[src/lseg_pkg.sv]
// ----------------------------------------------------------------------------
// lseg_pkg
// Shared types and constants of the LED strip effect generator.
// ----------------------------------------------------------------------------
`default_nettype none

package lseg_pkg;

   localparam int MAX_LEDS = 256;

   localparam int RSP_DEPTH = 4;
   localparam int ADDR_W    = 5;

   // effect codes
   localparam logic [2:0] MODE_OFF    = 3'd0;
   localparam logic [2:0] MODE_SOLID  = 3'd1;
   localparam logic [2:0] MODE_FLASH  = 3'd2;
   localparam logic [2:0] MODE_BREATH = 3'd3;
   localparam logic [2:0] MODE_SCAN   = 3'd4;

   // register indexes (word address)
   localparam logic [2:0] REG_EFFECT_MODE  = 3'd0;
   localparam logic [2:0] REG_MAIN_COLOR   = 3'd1;
   localparam logic [2:0] REG_SECOND_COLOR = 3'd2;
   localparam logic [2:0] REG_STEP_PERIOD  = 3'd3;
   localparam logic [2:0] REG_STRIP_LENGTH = 3'd4;

   localparam logic UPD_FILL  = 1'b0;
   localparam logic UPD_PIXEL = 1'b1;

   typedef struct packed {
      logic tick;
      logic restart;
   } req_type;

   typedef struct packed {
      logic       update_kind;
      logic [7:0] pixel_index;
      logic [7:0] red;
      logic [7:0] green;
      logic [7:0] blue;
      logic       last;
   } rsp_type;

   typedef struct packed {
      logic [2:0]  effect_mode;
      logic [23:0] main_color;
      logic [23:0] second_color;
      logic [7:0]  step_period_ms;
      logic [8:0]  strip_length;
   } cfg_type;

   // up to two results produced by one item
   typedef struct packed {
      logic [1:0] count;
      rsp_type    first;
      rsp_type    second;
   } push_type;

endpackage

`default_nettype wire

[src/lseg_csr.sv]
// ----------------------------------------------------------------------------
// lseg_csr
// Configuration register file behind a simple APB-style port.
// ----------------------------------------------------------------------------
`default_nettype none

module lseg_csr (
   input  wire logic                        clock,
   input  wire logic                        reset,
   input  wire logic                        psel,
   input  wire logic                        penable,
   input  wire logic                        pwrite,
   input  wire logic [lseg_pkg::ADDR_W-1:0] paddr,
   input  wire logic [31:0]                 pwdata,
   output      logic [31:0]                 prdata,
   output      lseg_pkg::cfg_type           cfg
);

   lseg_pkg::cfg_type cfg_ff, cfg_in;
   logic [2:0]        index;
   logic              wr_en;

   assign index = paddr[lseg_pkg::ADDR_W-1:2];
   assign wr_en = psel & penable & pwrite;
   assign cfg   = cfg_ff;

   always_comb begin
      cfg_in = cfg_ff;
      if (wr_en) begin
         case (index)
            lseg_pkg::REG_EFFECT_MODE:  cfg_in.effect_mode    = pwdata[2:0];
            lseg_pkg::REG_MAIN_COLOR:   cfg_in.main_color     = pwdata[23:0];
            lseg_pkg::REG_SECOND_COLOR: cfg_in.second_color   = pwdata[23:0];
            lseg_pkg::REG_STEP_PERIOD:  cfg_in.step_period_ms = pwdata[7:0];
            lseg_pkg::REG_STRIP_LENGTH: cfg_in.strip_length   = pwdata[8:0];
            default: ;
         endcase
      end
   end

   always_ff @(posedge clock) begin
      if (reset) begin
         cfg_ff.effect_mode    <= lseg_pkg::MODE_OFF;
         cfg_ff.main_color     <= '0;
         cfg_ff.second_color   <= '0;
         cfg_ff.step_period_ms <= '0;
         cfg_ff.strip_length   <= 9'd256;
      end else begin
         cfg_ff <= cfg_in;
      end
   end

   always_comb begin
      case (index)
         lseg_pkg::REG_EFFECT_MODE:  prdata = {29'd0, cfg_ff.effect_mode};
         lseg_pkg::REG_MAIN_COLOR:   prdata = {8'd0, cfg_ff.main_color};
         lseg_pkg::REG_SECOND_COLOR: prdata = {8'd0, cfg_ff.second_color};
         lseg_pkg::REG_STEP_PERIOD:  prdata = {24'd0, cfg_ff.step_period_ms};
         lseg_pkg::REG_STRIP_LENGTH: prdata = {23'd0, cfg_ff.strip_length};
         default:                    prdata = '0;
      endcase
   end

endmodule

`default_nettype wire

[src/lseg_core.sv]
// ----------------------------------------------------------------------------
// lseg_core
// Effect state and per-item result generation, one item per cycle.
// ----------------------------------------------------------------------------
`default_nettype none

module lseg_core #(
   parameter int MAX_LEDS = lseg_pkg::MAX_LEDS
) (
   input  wire logic               clock,
   input  wire logic               reset,
   input  wire logic               fire,
   input  wire lseg_pkg::req_type  item,
   input  wire lseg_pkg::cfg_type  cfg,
   output      lseg_pkg::push_type push
);

   // usable pixel count never exceeds the 8-bit pixel index range
   localparam logic [8:0] LEN_CAP = 9'((MAX_LEDS < 256) ? MAX_LEDS : 256);

   logic       running_ff, running_in;
   logic       phase_ff, phase_in;
   logic [7:0] pos_ff, pos_in;
   logic [7:0] hold_ff, hold_in;

   logic [7:0] period;
   logic       period_end;
   logic       animated;
   logic       frame;
   logic [8:0] len_clip;
   logic [7:0] scan_last;
   logic [23:0] breath_rgb;

   // s + lvl*(e-s)/255 truncated toward zero; x/255 = (x + 1 + x>>8) >> 8
   function automatic logic [7:0] blend(input logic [7:0] s, input logic [7:0] e,
                                        input logic [7:0] lvl);
      logic [7:0]  diff;
      logic [15:0] prod;
      logic [16:0] q;
      logic [7:0]  quot;
      diff = (e >= s) ? (e - s) : (s - e);
      prod = lvl * diff;
      q    = {1'b0, prod} + 17'd1 + {9'd0, prod[15:8]};
      quot = q[15:8];
      return (e >= s) ? (s + quot) : (s - quot);
   endfunction

   assign period     = (cfg.step_period_ms == 8'd0) ? 8'd1 : cfg.step_period_ms;
   assign period_end = ({1'b0, hold_ff} + 9'd1) >= {1'b0, period};
   assign animated   = cfg.effect_mode inside {lseg_pkg::MODE_FLASH,
                                               lseg_pkg::MODE_BREATH,
                                               lseg_pkg::MODE_SCAN};

   always_comb begin
      len_clip = (cfg.strip_length == 9'd0) ? 9'd1 : cfg.strip_length;
      if (len_clip > LEN_CAP) begin
         len_clip = LEN_CAP;
      end
      scan_last = 8'(len_clip - 9'd1);
   end

   // next state
   always_comb begin
      running_in = running_ff;
      phase_in   = phase_ff;
      pos_in     = pos_ff;
      hold_in    = hold_ff;
      frame      = 1'b0;
      if (fire) begin
         if (item.restart) begin
            running_in = 1'b1;
            phase_in   = 1'b0;
            pos_in     = '0;
            hold_in    = '0;
         end else if (item.tick && running_ff && animated) begin
            if (!period_end) begin
               hold_in = hold_ff + 8'd1;
            end else begin
               hold_in = '0;
               frame   = 1'b1;
               case (cfg.effect_mode)
                  lseg_pkg::MODE_FLASH: begin
                     phase_in = ~phase_ff;
                  end
                  lseg_pkg::MODE_BREATH: begin
                     if (!phase_ff) begin
                        if (pos_ff == 8'd255) phase_in = 1'b1;
                        else                  pos_in   = pos_ff + 8'd1;
                     end else begin
                        if (pos_ff == 8'd0) phase_in = 1'b0;
                        else                pos_in   = pos_ff - 8'd1;
                     end
                  end
                  lseg_pkg::MODE_SCAN: begin
                     // length shrank under the pixel: snap to the end, turn back
                     if (pos_ff > scan_last) begin
                        pos_in   = scan_last;
                        phase_in = 1'b1;
                     end else if (!phase_ff) begin
                        if (pos_ff == scan_last) phase_in = 1'b1;
                        else                     pos_in   = pos_ff + 8'd1;
                     end else begin
                        if (pos_ff == 8'd0) phase_in = 1'b0;
                        else                pos_in   = pos_ff - 8'd1;
                     end
                  end
                  default: ;
               endcase
            end
         end
      end
   end

   always_ff @(posedge clock) begin
      if (reset) begin
         running_ff <= 1'b0;
         phase_ff   <= 1'b0;
         pos_ff     <= '0;
         hold_ff    <= '0;
      end else begin
         running_ff <= running_in;
         phase_ff   <= phase_in;
         pos_ff     <= pos_in;
         hold_ff    <= hold_in;
      end
   end

   assign breath_rgb = {blend(cfg.main_color[23:16], cfg.second_color[23:16], pos_in),
                        blend(cfg.main_color[15:8],  cfg.second_color[15:8],  pos_in),
                        blend(cfg.main_color[7:0],   cfg.second_color[7:0],   pos_in)};

   // results
   always_comb begin
      push.count              = 2'd0;
      push.first              = '0;
      push.first.update_kind  = lseg_pkg::UPD_FILL;
      push.first.last         = 1'b1;
      push.second             = '0;
      push.second.update_kind = lseg_pkg::UPD_PIXEL;
      push.second.last        = 1'b1;
      if (fire && item.restart) begin
         push.count = 2'd1;
         case (cfg.effect_mode)
            lseg_pkg::MODE_SOLID, lseg_pkg::MODE_FLASH, lseg_pkg::MODE_BREATH: begin
               // breath level zero is the start color itself
               {push.first.red, push.first.green, push.first.blue} = cfg.main_color;
            end
            lseg_pkg::MODE_SCAN: begin
               push.first.update_kind = lseg_pkg::UPD_PIXEL;
               {push.first.red, push.first.green, push.first.blue} = cfg.main_color;
            end
            default: ;
         endcase
      end else if (frame) begin
         push.count = 2'd1;
         case (cfg.effect_mode)
            lseg_pkg::MODE_FLASH: begin
               if (!phase_in) begin
                  {push.first.red, push.first.green, push.first.blue} = cfg.main_color;
               end
            end
            lseg_pkg::MODE_BREATH: begin
               {push.first.red, push.first.green, push.first.blue} = breath_rgb;
            end
            lseg_pkg::MODE_SCAN: begin
               // clear the old pixel, then light the new one
               push.count              = 2'd2;
               push.first.update_kind  = lseg_pkg::UPD_PIXEL;
               push.first.pixel_index  = pos_ff;
               push.first.last         = 1'b0;
               push.second.pixel_index = pos_in;
               {push.second.red, push.second.green, push.second.blue} = cfg.main_color;
            end
            default: ;
         endcase
      end
   end

endmodule

`default_nettype wire

[src/lseg_fifo.sv]
// ----------------------------------------------------------------------------
// lseg_fifo
// Result queue taking up to two words per cycle and giving one when rsp_ready is high.
// ----------------------------------------------------------------------------
`default_nettype none

module lseg_fifo (
   input  wire logic               clock,
   input  wire logic               reset,
   input  wire lseg_pkg::push_type push,
   output      logic               room,
   output      logic               rsp_valid,
   input  wire logic               rsp_ready,
   output      lseg_pkg::rsp_type  rsp_data
);

   localparam int PTR_W = $clog2(lseg_pkg::RSP_DEPTH);
   localparam int CNT_W = $clog2(lseg_pkg::RSP_DEPTH + 1);

   lseg_pkg::rsp_type mem [lseg_pkg::RSP_DEPTH];

   logic [PTR_W-1:0] wr_ptr_ff, wr_ptr_in;
   logic [PTR_W-1:0] rd_ptr_ff, rd_ptr_in;
   logic [CNT_W-1:0] count_ff, count_in;
   logic [PTR_W-1:0] wr_next;
   logic             pop;

   assign pop       = rsp_valid & rsp_ready;
   assign rsp_valid = (count_ff != '0);
   assign rsp_data  = mem[rd_ptr_ff];
   // a new item may bring two words
   assign room      = (count_ff <= CNT_W'(lseg_pkg::RSP_DEPTH - 2));
   assign wr_next   = wr_ptr_ff + PTR_W'(1);

   always_comb begin
      wr_ptr_in = wr_ptr_ff + PTR_W'(push.count);
      rd_ptr_in = pop ? (rd_ptr_ff + PTR_W'(1)) : rd_ptr_ff;
      count_in  = count_ff + CNT_W'(push.count) - CNT_W'(pop);
   end

   always_ff @(posedge clock) begin
      if (reset) begin
         wr_ptr_ff <= '0;
         rd_ptr_ff <= '0;
         count_ff  <= '0;
      end else begin
         wr_ptr_ff <= wr_ptr_in;
         rd_ptr_ff <= rd_ptr_in;
         count_ff  <= count_in;
      end
   end

   always_ff @(posedge clock) begin
      if (push.count != 2'd0) begin
         mem[wr_ptr_ff] <= push.first;
      end
      if (push.count == 2'd2) begin
         mem[wr_next] <= push.second;
      end
   end

endmodule

`default_nettype wire

[src/led_strip_effect_generator_unit.sv]
// An accepted item waits in the input register for queue room; its results are
// then written into the queue. Throughput: one item per cycle while the queue
// has room; a scan frame change gives two words, drained at one word per cycle
// while rsp_ready is high, through a four-word queue. Ready drops only while
// the input register holds an item and the queue has room for under two words.
// Sync reset clears the effect state, queue and registers (strip_length to 256).
// ----------------------------------------------------------------------------
// led_strip_effect_generator_unit
// Off, solid, flash, breath and scan strip effects driven by millisecond ticks.
// ----------------------------------------------------------------------------
`default_nettype none

module led_strip_effect_generator_unit #(
   parameter int MAX_LEDS = lseg_pkg::MAX_LEDS
) (
   input  wire logic                        clock,
   input  wire logic                        reset,
   input  wire logic                        req_valid,
   output      logic                        req_ready,
   input  wire lseg_pkg::req_type           req_data,
   output      logic                        rsp_valid,
   input  wire logic                        rsp_ready,
   output      lseg_pkg::rsp_type           rsp_data,
   input  wire logic                        psel,
   input  wire logic                        penable,
   input  wire logic                        pwrite,
   input  wire logic [lseg_pkg::ADDR_W-1:0] paddr,
   input  wire logic [31:0]                 pwdata,
   output      logic [31:0]                 prdata,
   output      logic                        pready
);

   lseg_pkg::cfg_type  cfg;
   lseg_pkg::push_type push;
   lseg_pkg::req_type  item_ff;
   logic               in_valid_ff, in_valid_in;
   logic               room;
   logic               fire;

   assign pready    = 1'b1;
   assign fire      = in_valid_ff & room;
   assign req_ready = ~in_valid_ff | room;

   always_comb begin
      in_valid_in = in_valid_ff;
      if (req_valid && req_ready) begin
         in_valid_in = 1'b1;
      end else if (fire) begin
         in_valid_in = 1'b0;
      end
   end

   always_ff @(posedge clock) begin
      if (reset) begin
         in_valid_ff <= 1'b0;
      end else begin
         in_valid_ff <= in_valid_in;
      end
   end

   always_ff @(posedge clock) begin
      if (req_valid && req_ready) begin
         item_ff <= req_data;
      end
   end

   lseg_csr u_csr (
      .clock   (clock),
      .reset   (reset),
      .psel    (psel),
      .penable (penable),
      .pwrite  (pwrite),
      .paddr   (paddr),
      .pwdata  (pwdata),
      .prdata  (prdata),
      .cfg     (cfg)
   );

   lseg_core #(
      .MAX_LEDS (MAX_LEDS)
   ) u_core (
      .clock (clock),
      .reset (reset),
      .fire  (fire),
      .item  (item_ff),
      .cfg   (cfg),
      .push  (push)
   );

   lseg_fifo u_fifo (
      .clock     (clock),
      .reset     (reset),
      .push      (push),
      .room      (room),
      .rsp_valid (rsp_valid),
      .rsp_ready (rsp_ready),
      .rsp_data  (rsp_data)
   );

endmodule

`default_nettype wire

[config.mk]
export PLATFORM = sky130hd
export DESIGN_NAME = led_strip_effect_generator_unit
export DESIGN_NICKNAME = d
export VERILOG_FILES = /design/src/lseg_pkg.sv /design/src/lseg_csr.sv /design/src/lseg_core.sv /design/src/lseg_fifo.sv /design/src/led_strip_effect_generator_unit.sv
export SDC_FILE = /design/constraint.sdc
export NUM_CORES = 1
export LEC_CHECK = 0
export BUFFER_PORTS_ARGS = -buffer_cell sky130_fd_sc_hd__buf_2
export CAP_MARGIN = 40
export CORE_MARGIN = 2
export CORE_UTILIZATION = 65
export DETAILED_ROUTE_END_ITERATION = 8
export PLACE_DENSITY = 0.95
export RECOVER_POWER = 50
export SETUP_SLACK_MARGIN = 0.05
export SLEW_MARGIN = 30
export SYNTH_ARGS = -nofsm -noshare
export SYNTH_HDL_FRONTEND = slang
export SYNTH_SLANG_ARGS = --single-unit
[constraint.sdc]
create_clock -name clock -period 26.3 [get_ports clock]
set_input_delay 2.63 -clock clock [delete_from_list [all_inputs] [get_ports clock]]
set_output_delay 2.63 -clock clock [all_outputs]
set_load 0.03 [all_outputs]
==> metrics <==
Mean Syn Cell Area=8.964 µm²; #FFs+latches synth=between 200 and 250; Worst R2R Path Depth=55; GRT overflow=0; Hold Path End=u_csr.cfg[29]$_SDFFE_PP0P_; Min-Delay Path Class=flip-flop to flip-flop; PortBufs=95; initial antenna violation count=0; core area=34630 µm²; number of global-route vias before repair=between 20000 and 25000; worst-margin pin slew=approximately 3000 ps; DRT Pass-1 Iters=6; Die H=191.5 µm; DRT antenna net count=0; Synth cell types=around 100; # rows=68; crit-path leading delay family=compound AO/OA/AOI/OAI gates; nets=2966; Synth Instances=about 2600; WP data arrival=16600 ps; setup slack after layout=between 10000 and 15000 ps; RSZ-0062 raised after global routing=no; area grow syn2layout=7.050%; antenna fix cells=0; Clock Tree Buf Depth=3; Max VDD drop=0.06843 mV; P per Cell Area=about 38 nW/µm²; CP Max Fanout=29; clock sink count=234; Max Freq=a little over 60 MHz; largest net degree at the start of global routing=a little under 60; ys async rst share=0%; Fin Hold WS=around 480 ps; CTS tree=built; full die area=about 37000 µm²; Skew-Pair Late Insertion Delay=between 500 and 600 ps; pre-CTS setup slack=11220 ps; worst r2r src=u_csr.cfg[2]$_SDFFE_PP0P_; Die Wd=191.5 µm; first-pass GRT wire length=roughly 110 mm; NetSw=about 280 µW; most common flop cell mapped by yosys=edfxtp_1; run status=finished, violations left; Total Routed Length=roughly 67 mm; Hold Path Origin=u_csr.cfg[29]$_SDFFE_PP0P_; R2R Setup Slk=~10000 ps; Resize count post-CTS=0; Lkg Pwr=0.01034 µW; EDFF count, synth=130; final RePlAce weighted congestion=about 1; max cap viols=11; Hold Path Depth=2; switching power share of the total=between 20% and 30%; placed cell count=approximately 3000; Tmin final=~16000 ps; Setup-failing EPs final=0; Post-DP HPWL=around 49 mm; Pint=around 660 µW; I/O pin total=approximately 120; TritonCTS buffer count=24; CP max stage delay=about 1200 ps; Comb pwr share=between 10% and 20%; DR WL/cell=21.75 µm; synth warn=0; # Post-CTS Setup Buffers=0; reg2reg end=u_fifo.mem[1][8]$_DFFE_PP_; Mapped Area=22860 µm²; Critical Path RT=~27000 ps; All-Layer GR Usage=between 30 and 40%; DR DRC count=0; endpoint type of the worst setup path=flip-flop; failing checks=capacitance limit, slew limit; Final Non-Filler Cells=a little over 3000; period utilization=between 60% and 70%; CTS root buffer=clkbuf_16; CP Buf/Inv Count=6; startpoint types=flip-flop; Hold Violations, Final=0; Fin Setup TNS=0 ps; DR vias/cell=between 6 and 7; Max-slew headroom=-102.7%; vias=between 20000 and 25000; sequential area share after synthesis=between 20% and 30%; Worst Skew=32.37 ps; cts hold-fix bufs=0; critical path class=flip-flop to flip-flop; Sequential Power Share=between 40 and 50%; critical path's slowest cell=clkbuf_1; max-slew violations=363; initial drt markers=2499; H-tree Lvls=1; Initial Util=66.01%; share of layout cells above drive strength 1=a little under a tenth; Clk network pwr share=roughly 38%; Worst-path clk slew=approximately 70 ps
-- metrics by stage --
stage	total power (µW)	util [%]	area, µm²
after global placement	584.4	68.19	23610
after detailed placement	593.3	68.49	23720
after CTS	936.1	70.79	24510
after floorplan	537.8	-	22880
final	939.8	70.66	24470
after global routing	961.3	70.66	24470
-- how the worst max path moves through the flow --
stage	startpoint	end	cells past startpoint
final	u_csr.cfg[2]$_SDFFE_PP0P_	u_fifo.mem[1][8]$_DFFE_PP_	55
after global routing	u_csr.cfg[2]$_SDFFE_PP0P_	u_fifo.mem[1][8]$_DFFE_PP_	55
after CTS	u_csr.cfg[2]$_SDFFE_PP0P_	u_fifo.mem[1][8]$_DFFE_PP_	52
after detailed placement	u_csr.cfg[2]$_SDFFE_PP0P_	u_fifo.mem[1][8]$_DFFE_PP_	52
after global placement	u_csr.cfg[2]$_SDFFE_PP0P_	u_fifo.mem[1][8]$_DFFE_PP_	53
after floorplan	u_csr.cfg[2]$_SDFFE_PP0P_	u_fifo.mem[0][8]$_DFFE_PP_	58
-- power by group through the flow --
| stage | Combinational (µW) | Sequential (µW) | Clock, µW |
|---|---|---|---|
| floorplan | 133 | 405 | 0 |
| global placement | 174 | 410 | 0 |
| detailed placement | 184 | 410 | 0 |
| CTS | 185 | 402 | 348 |
| global route | 195 | 403 | 363 |
| finish | 185 | 403 | 352 |
-- state kept, by name (all words and copies together), names as in the netlist, named ones only --
name / count
u_core.phase_ff: 1
u_fifo.rd_ptr_ff: 2
u_core.pos_ff: 8
u_csr.cfg: 68
u_core.running_ff: 1
u_core.hold_ff: 8
in_valid_ff: 1
item_ff: 2
u_fifo.count_ff: 3
u_fifo.mem: 136
u_fifo.wr_ptr_ff: 2
-- layer usage --
| metal | global-route usage [%] | wire (µm) | vias up |
|---|---|---|---|
| met5 | 0 | 0 | - |
| li1 | - | - | 9021 |
| met2 | 59.33 | 31210 | 1420 |
| met4 | 20.18 | 3604 | 0 |
| met1 | 45.08 | 23640 | 9769 |
| met3 | 7.545 | 8088 | 330 |
-- worst reg2reg max path, delay by kind of cell, from the launching register on --
kind	cells	cell delay, ps
XOR/XNOR	6	1980
adder cells (fa/ha/maj)	10	4310
AND/OR/NAND/NOR	11	3090
flip-flops	1	370
buffers and inverters	6	1950
AO/OA/AOI/OAI	22	4340
-- layout make-up --
type                    instances  area [µm²]
clock buffers                  35       683.2
clock inverters                 9       116.4
fillers                      2335       10160
inverters                     267        1002
multi-input cells            1921       15390
flip-flops and latches        234        5988
well taps                     455       569.3
repair buffers                138       720.7
-- logic make-up (layout without fill, tap and decap cells) --
family	after synthesis	after routing	share of synthesized area (%)
and+or+nand+nor	753	753	15.08
adders and majority gates	339	339	22.38
buffers and inverters	402	449	6.776
AOI/OAI and AO/OA	587	587	17.99
DFF	234	234	26.19
other	2	9	0.03285
muxes	89	89	5.851
xor gates and xnor gates	144	144	5.709
-- cell usage after synthesis (all sizes together) (60+ instances only) --
| library cell | n | area share, % |
|---|---|---|
| inv | 264 | 4.3 |
| xnor2 | 93 | 3.6 |
| nor2 | 284 | 4.7 |
| o2bb2ai | 60 | 2.3 |
| dfxtp | 104 | 9.1 |
| a21oi | 149 | 3.3 |
| nand2 | 222 | 3.6 |
| o21ai | 102 | 2.2 |
| fa | 118 | 10 |
| ha | 216 | 12 |
| edfxtp | 130 | 17 |
| clkbuf | 113 | 1.9 |
-- cell usage in the layout, fill, tap and decap left out, types with 18 or more instances in the layout --
cell type and count:
nor2_1 283, inv_1 264, nand2_1 222, ha_1 216, a21oi_1 141, edfxtp_1 130
fa_1 118, dfxtp_1 102, xnor2_1 91, o21ai_0 85, clkbuf_1 62, buf_2 62
o2bb2ai_1 60, or2_2 50, xor2_1 48, mux2i_1 46, nor3_1 39, a21o_1 36
mux4_2 35, o22ai_1 31, nand3_1 27, and3_1 25, a32o_1 25, clkbuf_16 25
a22oi_1 22, a211oi_1 18
(Power assumes the default switching activity.)
